--- src/sv/lsfe_pkg.sv ---
// lsfe_pkg: shared types and constants for the LSB stego frame extractor.
// Holds the parse phase encoding, result kind codes and register defaults.
// No dependencies.
package lsfe_pkg;

	// Parse phase, one-hot
	typedef enum logic [8:0] {
		PH_HEADER = 9'b0_0000_0001,
		PH_MLEN   = 9'b0_0000_0010,
		PH_MBYTE  = 9'b0_0000_0100,
		PH_ELEN   = 9'b0_0000_1000,
		PH_EBYTE  = 9'b0_0001_0000,
		PH_SLEN   = 9'b0_0010_0000,
		PH_SBYTE  = 9'b0_0100_0000,
		PH_DONE   = 9'b0_1000_0000,
		PH_ERR    = 9'b1_0000_0000
	} phase_t;

	// Result kind codes
	typedef enum logic [2:0] {
		KIND_MAGIC_LEN  = 3'd0,
		KIND_MAGIC_BYTE = 3'd1,
		KIND_EXT_LEN    = 3'd2,
		KIND_EXT_BYTE   = 3'd3,
		KIND_MSG_LEN    = 3'd4,
		KIND_MSG_BYTE   = 3'd5,
		KIND_MAGIC_ERR  = 3'd6,
		KIND_EXT_ERR    = 3'd7
	} kind_t;

	// Configuration register indexes
	typedef enum logic [1:0] {
		REG_HEADER_BYTES  = 2'd0,
		REG_MAGIC_MAX_LEN = 2'd1,
		REG_EXT_MAX_LEN   = 2'd2
	} reg_idx_t;

	localparam int HDR_W  = 10;
	localparam int MAX_W  = 8;
	localparam int CFG_W  = 10;
	localparam int LEN_W  = 32;
	localparam int BCNT_W = 5;

	localparam logic [HDR_W-1:0] HEADER_BYTES_RST  = 10'd54;
	localparam logic [MAX_W-1:0] MAGIC_MAX_LEN_RST = 8'd20;
	localparam logic [MAX_W-1:0] EXT_MAX_LEN_RST   = 8'd5;

	// Bit position within a byte at which a byte completes
	localparam logic [BCNT_W-1:0] BYTE_LAST_BIT = 5'd7;

endpackage

--- src/sv/lsb_stego_frame_extractor.sv ---
// lsb_stego_frame_extractor: skips an image header, collects pixel LSBs and
// parses the length/magic/extension/message frame into typed results.
// Depends on lsfe_pkg.
//
//  channel  | dir | handshake          | payload
//  ---------+-----+--------------------+------------------------------------------
//  s_*      | in  | s_tvalid/s_tready  | s_tuser = op, s_tdata = pixel_byte
//  m_*      | out | m_tvalid/m_tready  | m_tuser = kind, m_tdata = value, m_tlast
//  cfg_*    | in  | cfg_valid/cfg_ready| cfg_index, cfg_data
//
// One image byte per cycle while the output register is not stalled: a request
// lands in the input register, is then parsed against the frame state and its
// result (if any) loads the output register. The output register is the only
// stall point: while a result waits, the input register still takes one more
// request. arst_n clears the parse state and restores register defaults.
module lsb_stego_frame_extractor (
	input  logic                       clk,
	input  logic                       arst_n,
	// input stream
	input  logic                       s_tvalid,
	output logic                       s_tready,
	input  logic [7:0]                 s_tdata,    // [7:0] pixel_byte
	input  logic                       s_tuser,    // [0] op (1 = restart)
	// result stream
	output logic                       m_tvalid,
	input  logic                       m_tready,
	output logic [lsfe_pkg::LEN_W-1:0] m_tdata,    // [31:0] value
	output logic [2:0]                 m_tuser,    // [2:0] kind
	output logic                       m_tlast,    // last
	// configuration writes
	input  logic                       cfg_valid,
	output logic                       cfg_ready,
	input  logic [1:0]                 cfg_index,
	input  logic [lsfe_pkg::CFG_W-1:0] cfg_data
);

	// configuration registers
	logic [lsfe_pkg::HDR_W-1:0] header_bytes_q;
	logic [lsfe_pkg::MAX_W-1:0] magic_max_q;
	logic [lsfe_pkg::MAX_W-1:0] ext_max_q;

	// input register
	logic valid_s1;
	logic op_s1;
	logic bit_s1;

	// frame state
	lsfe_pkg::phase_t                phase_q;
	logic [lsfe_pkg::HDR_W-1:0]      hdr_cnt_q;
	logic [lsfe_pkg::BCNT_W-1:0]     bit_cnt_q;
	logic [lsfe_pkg::LEN_W-1:0]      shift_q;
	logic [lsfe_pkg::LEN_W-1:0]      left_q;

	// output register
	logic                            out_valid_q;
	lsfe_pkg::kind_t                 kind_q;
	logic [lsfe_pkg::LEN_W-1:0]      value_q;
	logic                            last_q;

	// next-state logic
	lsfe_pkg::phase_t                phase_d;
	logic [lsfe_pkg::HDR_W-1:0]      hdr_cnt_d;
	logic [lsfe_pkg::BCNT_W-1:0]     bit_cnt_d;
	logic [lsfe_pkg::LEN_W-1:0]      shift_d;
	logic [lsfe_pkg::LEN_W-1:0]      left_d;
	logic                            emit;
	lsfe_pkg::kind_t                 kind_d;
	logic [lsfe_pkg::LEN_W-1:0]      value_d;
	logic                            last_d;

	logic                            advance;
	logic                            work;
	lsfe_pkg::phase_t                work_phase;
	logic [lsfe_pkg::LEN_W-1:0]      shift_in;
	logic [lsfe_pkg::BCNT_W-1:0]     bit_cnt_inc;
	logic [lsfe_pkg::LEN_W-1:0]      left_dec;

	// handshakes
	assign advance   = !out_valid_q || m_tready;
	assign s_tready  = !valid_s1 || advance;
	assign work      = valid_s1 && advance;
	assign cfg_ready = 1'b1;

	assign m_tvalid = out_valid_q;
	assign m_tdata  = value_q;
	assign m_tuser  = kind_q;
	assign m_tlast  = last_q;

	// configuration writes
	always_ff @(posedge clk or negedge arst_n) begin
		if (!arst_n) begin
			header_bytes_q <= lsfe_pkg::HEADER_BYTES_RST;
			magic_max_q    <= lsfe_pkg::MAGIC_MAX_LEN_RST;
			ext_max_q      <= lsfe_pkg::EXT_MAX_LEN_RST;
		end else if (cfg_valid && cfg_ready) begin
			unique case (cfg_index)
				lsfe_pkg::REG_HEADER_BYTES:  header_bytes_q <= cfg_data;
				lsfe_pkg::REG_MAGIC_MAX_LEN: magic_max_q <= cfg_data[lsfe_pkg::MAX_W-1:0];
				lsfe_pkg::REG_EXT_MAX_LEN:   ext_max_q <= cfg_data[lsfe_pkg::MAX_W-1:0];
				default: ;
			endcase
		end
	end

	// input register
	always_ff @(posedge clk or negedge arst_n) begin
		if (!arst_n) begin
			valid_s1 <= 1'b0;
		end else if (s_tready) begin
			valid_s1 <= s_tvalid;
		end
	end

	always_ff @(posedge clk) begin
		if (s_tready && s_tvalid) begin
			op_s1  <= s_tuser;
			bit_s1 <= s_tdata[0];
		end
	end

	// LSBs enter at the top, so a full word or a byte in [31:24] is LSB first
	assign shift_in    = {bit_s1, shift_q[lsfe_pkg::LEN_W-1:1]};
	assign bit_cnt_inc = bit_cnt_q + 1'b1;
	assign left_dec    = left_q - 1'b1;
	// header done: this byte already carries the first length bit
	assign work_phase  = (phase_q == lsfe_pkg::PH_HEADER) ? lsfe_pkg::PH_MLEN : phase_q;

	// frame parser
	always_comb begin
		phase_d   = phase_q;
		hdr_cnt_d = hdr_cnt_q;
		bit_cnt_d = bit_cnt_q;
		shift_d   = shift_q;
		left_d    = left_q;
		emit      = 1'b0;
		kind_d    = lsfe_pkg::KIND_MAGIC_LEN;
		value_d   = '0;
		last_d    = 1'b0;

		if (op_s1) begin
			phase_d   = lsfe_pkg::PH_HEADER;
			hdr_cnt_d = '0;
			bit_cnt_d = '0;
			shift_d   = '0;
			left_d    = '0;
		end else if (phase_q == lsfe_pkg::PH_HEADER && hdr_cnt_q < header_bytes_q) begin
			hdr_cnt_d = hdr_cnt_q + 1'b1;
		end else begin
			unique case (work_phase)
				lsfe_pkg::PH_MLEN, lsfe_pkg::PH_ELEN, lsfe_pkg::PH_SLEN: begin
					phase_d   = work_phase;
					shift_d   = shift_in;
					bit_cnt_d = bit_cnt_inc;
					if (bit_cnt_inc == '0) begin
						emit = 1'b1;
						if (work_phase == lsfe_pkg::PH_MLEN
						    && shift_in > {24'd0, magic_max_q}) begin
							phase_d = lsfe_pkg::PH_ERR;
							kind_d  = lsfe_pkg::KIND_MAGIC_ERR;
							last_d  = 1'b1;
						end else if (work_phase == lsfe_pkg::PH_ELEN
						             && shift_in > {24'd0, ext_max_q}) begin
							phase_d = lsfe_pkg::PH_ERR;
							kind_d  = lsfe_pkg::KIND_EXT_ERR;
							last_d  = 1'b1;
						end else begin
							value_d = shift_in;
							left_d  = shift_in;
							last_d  = (shift_in == '0);
							case (work_phase)
								lsfe_pkg::PH_MLEN: begin
									kind_d  = lsfe_pkg::KIND_MAGIC_LEN;
									phase_d = last_d ? lsfe_pkg::PH_ELEN : lsfe_pkg::PH_MBYTE;
								end
								lsfe_pkg::PH_ELEN: begin
									kind_d  = lsfe_pkg::KIND_EXT_LEN;
									phase_d = last_d ? lsfe_pkg::PH_SLEN : lsfe_pkg::PH_EBYTE;
								end
								default: begin
									kind_d  = lsfe_pkg::KIND_MSG_LEN;
									phase_d = last_d ? lsfe_pkg::PH_DONE : lsfe_pkg::PH_SBYTE;
								end
							endcase
						end
					end
				end
				lsfe_pkg::PH_MBYTE, lsfe_pkg::PH_EBYTE, lsfe_pkg::PH_SBYTE: begin
					shift_d   = shift_in;
					bit_cnt_d = bit_cnt_inc;
					if (bit_cnt_q == lsfe_pkg::BYTE_LAST_BIT) begin
						emit      = 1'b1;
						bit_cnt_d = '0;
						left_d    = left_dec;
						value_d   = {24'd0, shift_in[lsfe_pkg::LEN_W-1 -: 8]};
						last_d    = (left_dec == '0);
						case (work_phase)
							lsfe_pkg::PH_MBYTE: begin
								kind_d = lsfe_pkg::KIND_MAGIC_BYTE;
								if (last_d) phase_d = lsfe_pkg::PH_ELEN;
							end
							lsfe_pkg::PH_EBYTE: begin
								kind_d = lsfe_pkg::KIND_EXT_BYTE;
								if (last_d) phase_d = lsfe_pkg::PH_SLEN;
							end
							default: begin
								kind_d = lsfe_pkg::KIND_MSG_BYTE;
								if (last_d) phase_d = lsfe_pkg::PH_DONE;
							end
						endcase
					end
				end
				// done or error: bytes are dropped until a restart
				default: ;
			endcase
		end
	end

	// frame state
	always_ff @(posedge clk or negedge arst_n) begin
		if (!arst_n) begin
			phase_q   <= lsfe_pkg::PH_HEADER;
			hdr_cnt_q <= '0;
			bit_cnt_q <= '0;
			shift_q   <= '0;
			left_q    <= '0;
		end else if (work) begin
			phase_q   <= phase_d;
			hdr_cnt_q <= hdr_cnt_d;
			bit_cnt_q <= bit_cnt_d;
			shift_q   <= shift_d;
			left_q    <= left_d;
		end
	end

	// output register
	always_ff @(posedge clk or negedge arst_n) begin
		if (!arst_n) begin
			out_valid_q <= 1'b0;
		end else if (advance) begin
			out_valid_q <= valid_s1 && emit;
		end
	end

	always_ff @(posedge clk) begin
		if (work && emit) begin
			kind_q  <= kind_d;
			value_q <= value_d;
			last_q  <= last_d;
		end
	end

	// checks
	a_ready_only_on_stall: assert property (@(posedge clk) disable iff (!arst_n)
		!s_tready |-> (out_valid_q && !m_tready && valid_s1))
		else $error("input stalled without a blocked result");

	a_error_stops: assert property (@(posedge clk) disable iff (!arst_n)
		(work && emit && (kind_d == lsfe_pkg::KIND_MAGIC_ERR
		                  || kind_d == lsfe_pkg::KIND_EXT_ERR))
		|=> (phase_q == lsfe_pkg::PH_ERR))
		else $error("length error did not stop the parser");

	a_header_no_bits: assert property (@(posedge clk) disable iff (!arst_n)
		(phase_q == lsfe_pkg::PH_HEADER) |-> (bit_cnt_q == '0))
		else $error("bit count moved during header skip");

	a_error_has_last: assert property (@(posedge clk) disable iff (!arst_n)
		(out_valid_q && (kind_q == lsfe_pkg::KIND_MAGIC_ERR
		                 || kind_q == lsfe_pkg::KIND_EXT_ERR))
		|-> (last_q && value_q == '0))
		else $error("error result without last or with nonzero value");

endmodule
--- config.mk ---
export PLATFORM = sky130hd
export DESIGN_NAME = lsb_stego_frame_extractor
export DESIGN_NICKNAME = d
export VERILOG_FILES = /design/src/sv/lsfe_pkg.sv /design/src/sv/lsb_stego_frame_extractor.sv
export SDC_FILE = /design/constraint.sdc
export NUM_CORES = 1
export LEC_CHECK = 0
export BUFFER_PORTS_ARGS = -buffer_cell sky130_fd_sc_hd__buf_2
export CORE_MARGIN = 8
export CORE_UTILIZATION = 30
export DETAILED_ROUTE_END_ITERATION = 8
export PLACE_DENSITY_LB_ADDON = 0.15
export REMOVE_ABC_BUFFERS = 1
export SYNTH_ARGS = -nofsm -noshare
export SYNTH_HDL_FRONTEND = slang
export SYNTH_SLANG_ARGS = --single-unit
export TNS_END_PERCENT = 5
--- constraint.sdc ---
create_clock -name clk -period 5.5 [get_ports clk]
set_input_delay 0.55 -clock clk [delete_from_list [all_inputs] [get_ports clk]]
set_output_delay 0.55 -clock clk [all_outputs]
set_load 0.01 [all_outputs]
== After elaboration in Yosys (flattened, before gate mapping) ==
Index checks and enable logic that the tools add are counted.

* $add $sub $neg: 3
* $lt $le $gt $ge: 3
* Equality and inequality tests: 16
* Multiplexer cells: 54
* Reduce and logical (&&, ||, !) cells: 30

{| class="wikitable"
|+ Operators with widths
! kind !! count
|-
| $mux W32 || 12
|-
| $pmux W32 S2 || 2
|-
| $mux W9 || 10
|-
| $gt A32 B8 Y1 || 2
|-
| $logic_not A32 Y1 || 2
|-
| $pmux W9 S2 || 2
|-
| $sub A32 B1 Y32 const B || 1
|-
| $mux W10 || 2
|-
| $pmux W3 S2 || 3
|-
| $mux W8 || 2
|-
| $pmux W8 S2 || 1
|-
| $mux W5 || 3
|-
| $ne A3 B3 Y1 const B || 5
|-
| $mux W3 || 4
|-
| $add A10 B1 Y10 const B || 1
|-
| $lt A10 B10 Y1 || 1
|-
| $pmux W5 S2 || 1
|-
| $eq A9 B1 Y1 const B || 1
|-
| $eq A9 B2 Y1 const B || 1
|-
| $eq A9 B3 Y1 const B || 1
|-
| $eq A9 B4 Y1 const B || 1
|-
| $eq A9 B5 Y1 const B || 1
|-
| $eq A9 B6 Y1 const B || 1
|-
| $eq A9 B7 Y1 const B || 1
|-
| 23 further kinds || 45
|}

* Register bits after elaboration: 154
* Input port bits: 26
* Output and inout bits: 39
* Logic and storage cells: 121

== Logic depth before layout (Yosys ltp) ==
* Depth in word-level cells: 10
* Depth in mapped cells: 14
* Mapped depth without buffers: 10

== Worst setup path after synthesis ==
OpenSTA, ideal clock, no wires.

* Path kind: register to register
* Start point: reg header_bytes_q[4] (netlist bit)
* End point: reg value_q, in the netlist m_tdata[0], enable pin
* Library setup time: 0.476 ns
* Data arrival time: 4.120 ns
* Required time: 5.024 ns
* Slack: 0.904 ns
* Stages on the path, launching flop included: 8
* Path buffers: 0
* Period minus slack after synthesis: 4.596 ns
* Cell sequence: dfstp_2 inv_1 ha_1 nand3_1 o21ai_1 a311oi_4 or2_2 nor3_1

* Word-level cells in the longest chain between the ends: 5

{| class="wikitable"
|+ Ends and longest elaborated chain
! item !! RTL line !! source
|-
| start, declared || lsb_stego_frame_extractor.sv:38 || <nowiki>logic [lsfe_pkg::HDR_W-1:0] header_bytes_q;</nowiki>
|-
| start signal, assigned || lsb_stego_frame_extractor.sv:92 || <nowiki>header_bytes_q <= lsfe_pkg::HEADER_BYTES_RST;</nowiki>
|-
| start signal, assigned || lsb_stego_frame_extractor.sv:97 || <nowiki>lsfe_pkg::REG_HEADER_BYTES: header_bytes_q <= cfg_data;</nowiki>
|-
| $lt A10 B10 Y1 || lsb_stego_frame_extractor.sv:146 || <nowiki>end else if (phase_q == lsfe_pkg::PH_HEADER && hdr_cnt_q < header_bytes_q) begin</nowiki>
|-
| $logic_and A1 B1 Y1 || lsb_stego_frame_extractor.sv:146 ||
|-
| $mux W1 || lsb_stego_frame_extractor.sv:146 ||
|-
| $mux W1 || lsb_stego_frame_extractor.sv:140 || <nowiki>if (op_s1) begin</nowiki>
|-
| $logic_and A1 B1 Y1 || lsb_stego_frame_extractor.sv:245 || <nowiki>if (work && emit) begin</nowiki>
|-
| end signal, assigned || lsb_stego_frame_extractor.sv:247 || <nowiki>value_q <= value_d;</nowiki>
|-
| end, declared || lsb_stego_frame_extractor.sv:57 || <nowiki>logic [lsfe_pkg::LEN_W-1:0] value_q;</nowiki>
|}

Every way passes these cells.
A chain may end at the register's enable or synchronous reset.

== Worst setup path in the final report ==
* Start point: reg left_q[0] (netlist bit)
* End point: reg phase_q[3]

* Word-level cells in the longest chain between the ends: 4

{| class="wikitable"
|+ Ends and longest elaborated chain
! item !! RTL line !! source
|-
| start, declared || lsb_stego_frame_extractor.sv:52 || <nowiki>logic [lsfe_pkg::LEN_W-1:0] left_q;</nowiki>
|-
| start signal, assigned || lsb_stego_frame_extractor.sv:231 || <nowiki>left_q <= left_d;</nowiki>
|-
| $sub A32 B1 Y32 || lsb_stego_frame_extractor.sv:124 || <nowiki>assign left_dec = left_q - 1'b1;</nowiki>
|-
| $logic_not A32 Y1 || lsb_stego_frame_extractor.sv:195 || <nowiki>last_d = (left_dec == '0);</nowiki>
|-
| $ne A3 B3 Y1 (no source line) || - ||
|-
| $reduce_and A5 Y1 (no source line) || - ||
|-
| end signal, assigned || lsb_stego_frame_extractor.sv:221 || <nowiki>phase_q <= lsfe_pkg::PH_HEADER;</nowiki>
|-
| end signal, assigned || lsb_stego_frame_extractor.sv:227 || <nowiki>phase_q <= phase_d;</nowiki>
|-
| end, declared || lsb_stego_frame_extractor.sv:48 || <nowiki>lsfe_pkg::phase_t phase_q;</nowiki>
|}

Every way passes these cells.

==> flow_summary_export.csv <==
group,metric,value,unit
outcome,outcome,"finished clean",
worst_setup_path,cp_data_arrival_time,4.00,ns
placed_design,gp_congestion,0.813,
logic_synthesis,syn_area_per_cell,9.87,µm²
die,fp.dieArea,34200,µm²
clock_tree,numCtsBuffers,17,
clock_tree,postCtsSetupRepairBufs,0,
grt,grt_use_total,14.3,%
final_layout,design_area,9710,µm²
drt,via_count,6662,
worst_setup_path,required,5.81,ns
sta,setup_tns,0,ns
sta,fmax,271,MHz
logic_synthesis,ys.flop_type,"dfrtp_1",
job,max_cap_violations,0,
logic_synthesis,seq_area_frac_synth,47.1,%
placed_design,numPortBuffers,56,
sta,clock-skew-final,0.0177,ns
power,p_total,3240,µW
clock_tree,cts_hold_buf,0,
die,ios,65,
grt,grt_pass1_wl,38600,µm
grt,grt_overflow,0,
sta,slew_viol_final,0,
logic_synthesis,ys.warnings.count,0,
sta,fin_crit_sh,67.2,%
clock_tree,clk_path_buf_depth,2,
logic_synthesis,synthArstFlopShare,75.2,%
power,vdd.ir_drop.worst,0.000230,V
logic_synthesis,synth_seq_cells,153,
final_layout,nets,962,
die,core_area,28400,µm²
drt,post_drt_wl_per_cell,17.9,µm
drt,drc_errors,0,
die,die_w,185,µm
min_path,hold_class,"in2async",
power,p_leak,0.00425,µW
final_layout,nFillCells,2965,
power,cellPowerDensity,334,nW/µm²
clock_tree,root_buffer,"clkbuf_16",
logic_synthesis,synth.distinct_cells,93,
sta,hold_viol,0,
clock_tree,cts_resized,0,
clock_tree,cts.sinks,153,
drt,first_pass_iters,5,
final_layout,area_growth_syn_to_layout,13.5,%
worst_setup_path,critPathKind,"reg2reg",
worst_setup_path,startpoint_type,"register",
sta,grt_setup_unrepaired,"no",
drt,ant_nets,0,
clock_tree,htreeDepth,4,
drt,wl,23300,µm
sta,setup_viol,0,
logic_synthesis,synth-edff-count,38,
sta,layout_min_cycle_time,3.70,ns
die,die_y,185,µm
final_layout,diodes,0,
die,fp-row-count,62,
sta,slew_headroom,36.6,%
grt,antenna_found_initial,0,
drt,drtIter0Drc,417,
placed_design,hpwl,16100,µm
logic_synthesis,syn-cell-area,8550,µm²
worst_setup_path,crit_path_max_fanout,6,
drt,vias_per_cell,5.11,
final_layout,drive_above_1_share,17.1,%
grt,grt_max_degree,68,
sta,timing.hold.ws,0.246,ns
clock_tree,clock_latency,0.44,ns
clock_tree,cts_tree,"yes",
worst_setup_path,worstSetupEndpointType,"register",
sta,worst_pin_slew,0.938,ns
die,initial_core_util,30.1,%
clock_tree,clkTransAtPathRegs,0.08,ns
grt,grt_pass1_vias,6889,
placed_design,placed_area,9150,µm²
logic_synthesis,netlist_instances,867,
-- metal layers --
metal / GRT usage (%) / vias to the layer above / routed length (µm)
li1: - / 3275 / -
met1: 19.5 / 3244 / 11400
met2: 23.0 / 128 / 10700
met3: 2.73 / 15 / 947
met4: 3.43 / 0 / 231
met5: 0 / - / 0
-- cell usage in the layout, fill, tap and decap left out, drive strengths merged, types with 23 or more instances in the layout --
| cell | instances |
|---|---|
| dfrtp | 106 |
| and2 | 29 |
| nor3 | 27 |
| nor4 | 23 |
| inv | 46 |
| nor2 | 81 |
| nand2 | 53 |
| ha | 30 |
| o21ai | 71 |
| edfxtp | 38 |
| a22o | 37 |
| a21oi | 58 |
| buf | 68 |
-- registers in the layout, summed over array words and instances, names as in the netlist --
name / count
ext_max_q: 8
magic_max_q: 8
bit_s1: 1
bit_cnt_q: 5
valid_s1: 1
left_q: 32
m_tuser: 3
m_tlast: 1
m_tdata: 32
m_tvalid: 1
op_s1: 1
phase_q: 9
shift_q: 31
header_bytes_q: 10
hdr_cnt_q: 10
-- final timing paths --
kind                               from      endpoint  slack, ns  depth (start not counted)
max                           left_q[0]    phase_q[3]       1.80                         10
min                              arst_n    left_q[10]       0.25                          1
max reg2reg                   left_q[0]    phase_q[3]       1.80                         10
min reg2reg                ext_max_q[7]  ext_max_q[7]       0.51                          1
max in group asynchronous        arst_n   shift_q[21]       4.00                          2
min in group clk                s_tuser         op_s1       0.29                          1
-- synthesized netlist by cell type, types with 12 or more instances --
library cell,count,share of area (%)
o21ai_0,30,1.8
inv_1,36,1.6
xor2_1,12,1.2
o21ai_1,41,2.4
and2_1,28,2.0
a22o_1,37,3.8
a21oi_1,57,3.3
nand4_1,14,1.0
nand3_1,21,1.2
nor2_1,79,3.5
nand2_1,52,2.3
clkbuf_1,26,1.1
or3_1,13,0.95
dfrtp_1,106,31
mux2_2,17,2.2
nor3_1,25,1.5
nor4_1,21,1.5
edfxtp_1,38,13
ha_1,30,4.4
-- layout make-up --
| cell class | instances | area (µm²) | area share [%] |
|---|---|---|---|
| timing repair buffer | 68 | 373 | 3.84 |
| tap | 384 | 480 | 4.95 |
| multi-input combinational | 628 | 4130 | 42.5 |
| sequential | 153 | 4030 | 41.5 |
| clock buffer | 18 | 429 | 4.42 |
| clock inverter | 14 | 131 | 1.35 |
| inverter | 38 | 143 | 1.47 |
-- worst max-delay path, stage by stage, from the launching register on --
cell	delay (ns)
dfrtp_1	0.43
inv_1	0.08
ha_1	0.25
nor4b_1	0.79
nand4_1	0.35
or4_1	0.58
o41ai_1	0.08
o22a_2	0.22
nand4b_2	0.15
a21oi_2	0.28
mux2_1	0.35
-- cells by family (layout without fill, tap and decap cells) --
group	after synthesis	in the layout	synth area share, %
AND/OR/NAND/NOR	326	326	20.8
AO/OA/AOI/OAI	230	230	17.9
flip-flops	153	153	47.1
buffers and inverters	86	138	4.93
adder cells (fa/ha/maj)	30	30	4.39
multiplexers	22	22	2.84
XOR/XNOR	19	19	1.95
other	1	1	0.0438
-- stage by stage --
stage / worst slack [ns] / utilization, % / instances
5_1_grt: 1.53 / 34.2 / 1303
3_3_place_gp: 1.83 / 32.2 / 1271
3_5_place_dp: 1.82 / 32.2 / 1271
4_1_cts: 1.79 / 34.2 / 1303
6_report: 1.80 / 34.2 / 1303
2_1_floorplan: 0.0694 / - / 819
-- power breakdown --
part / internal, µW / total, µW / switching (µW)
Clock: 598 / 1140 / 544
Combinational: 256 / 768 / 512
Sequential: 1240 / 1330 / 86.5
Total: 2100 / 3240 / 1140
(Power assumes the default switching activity.)
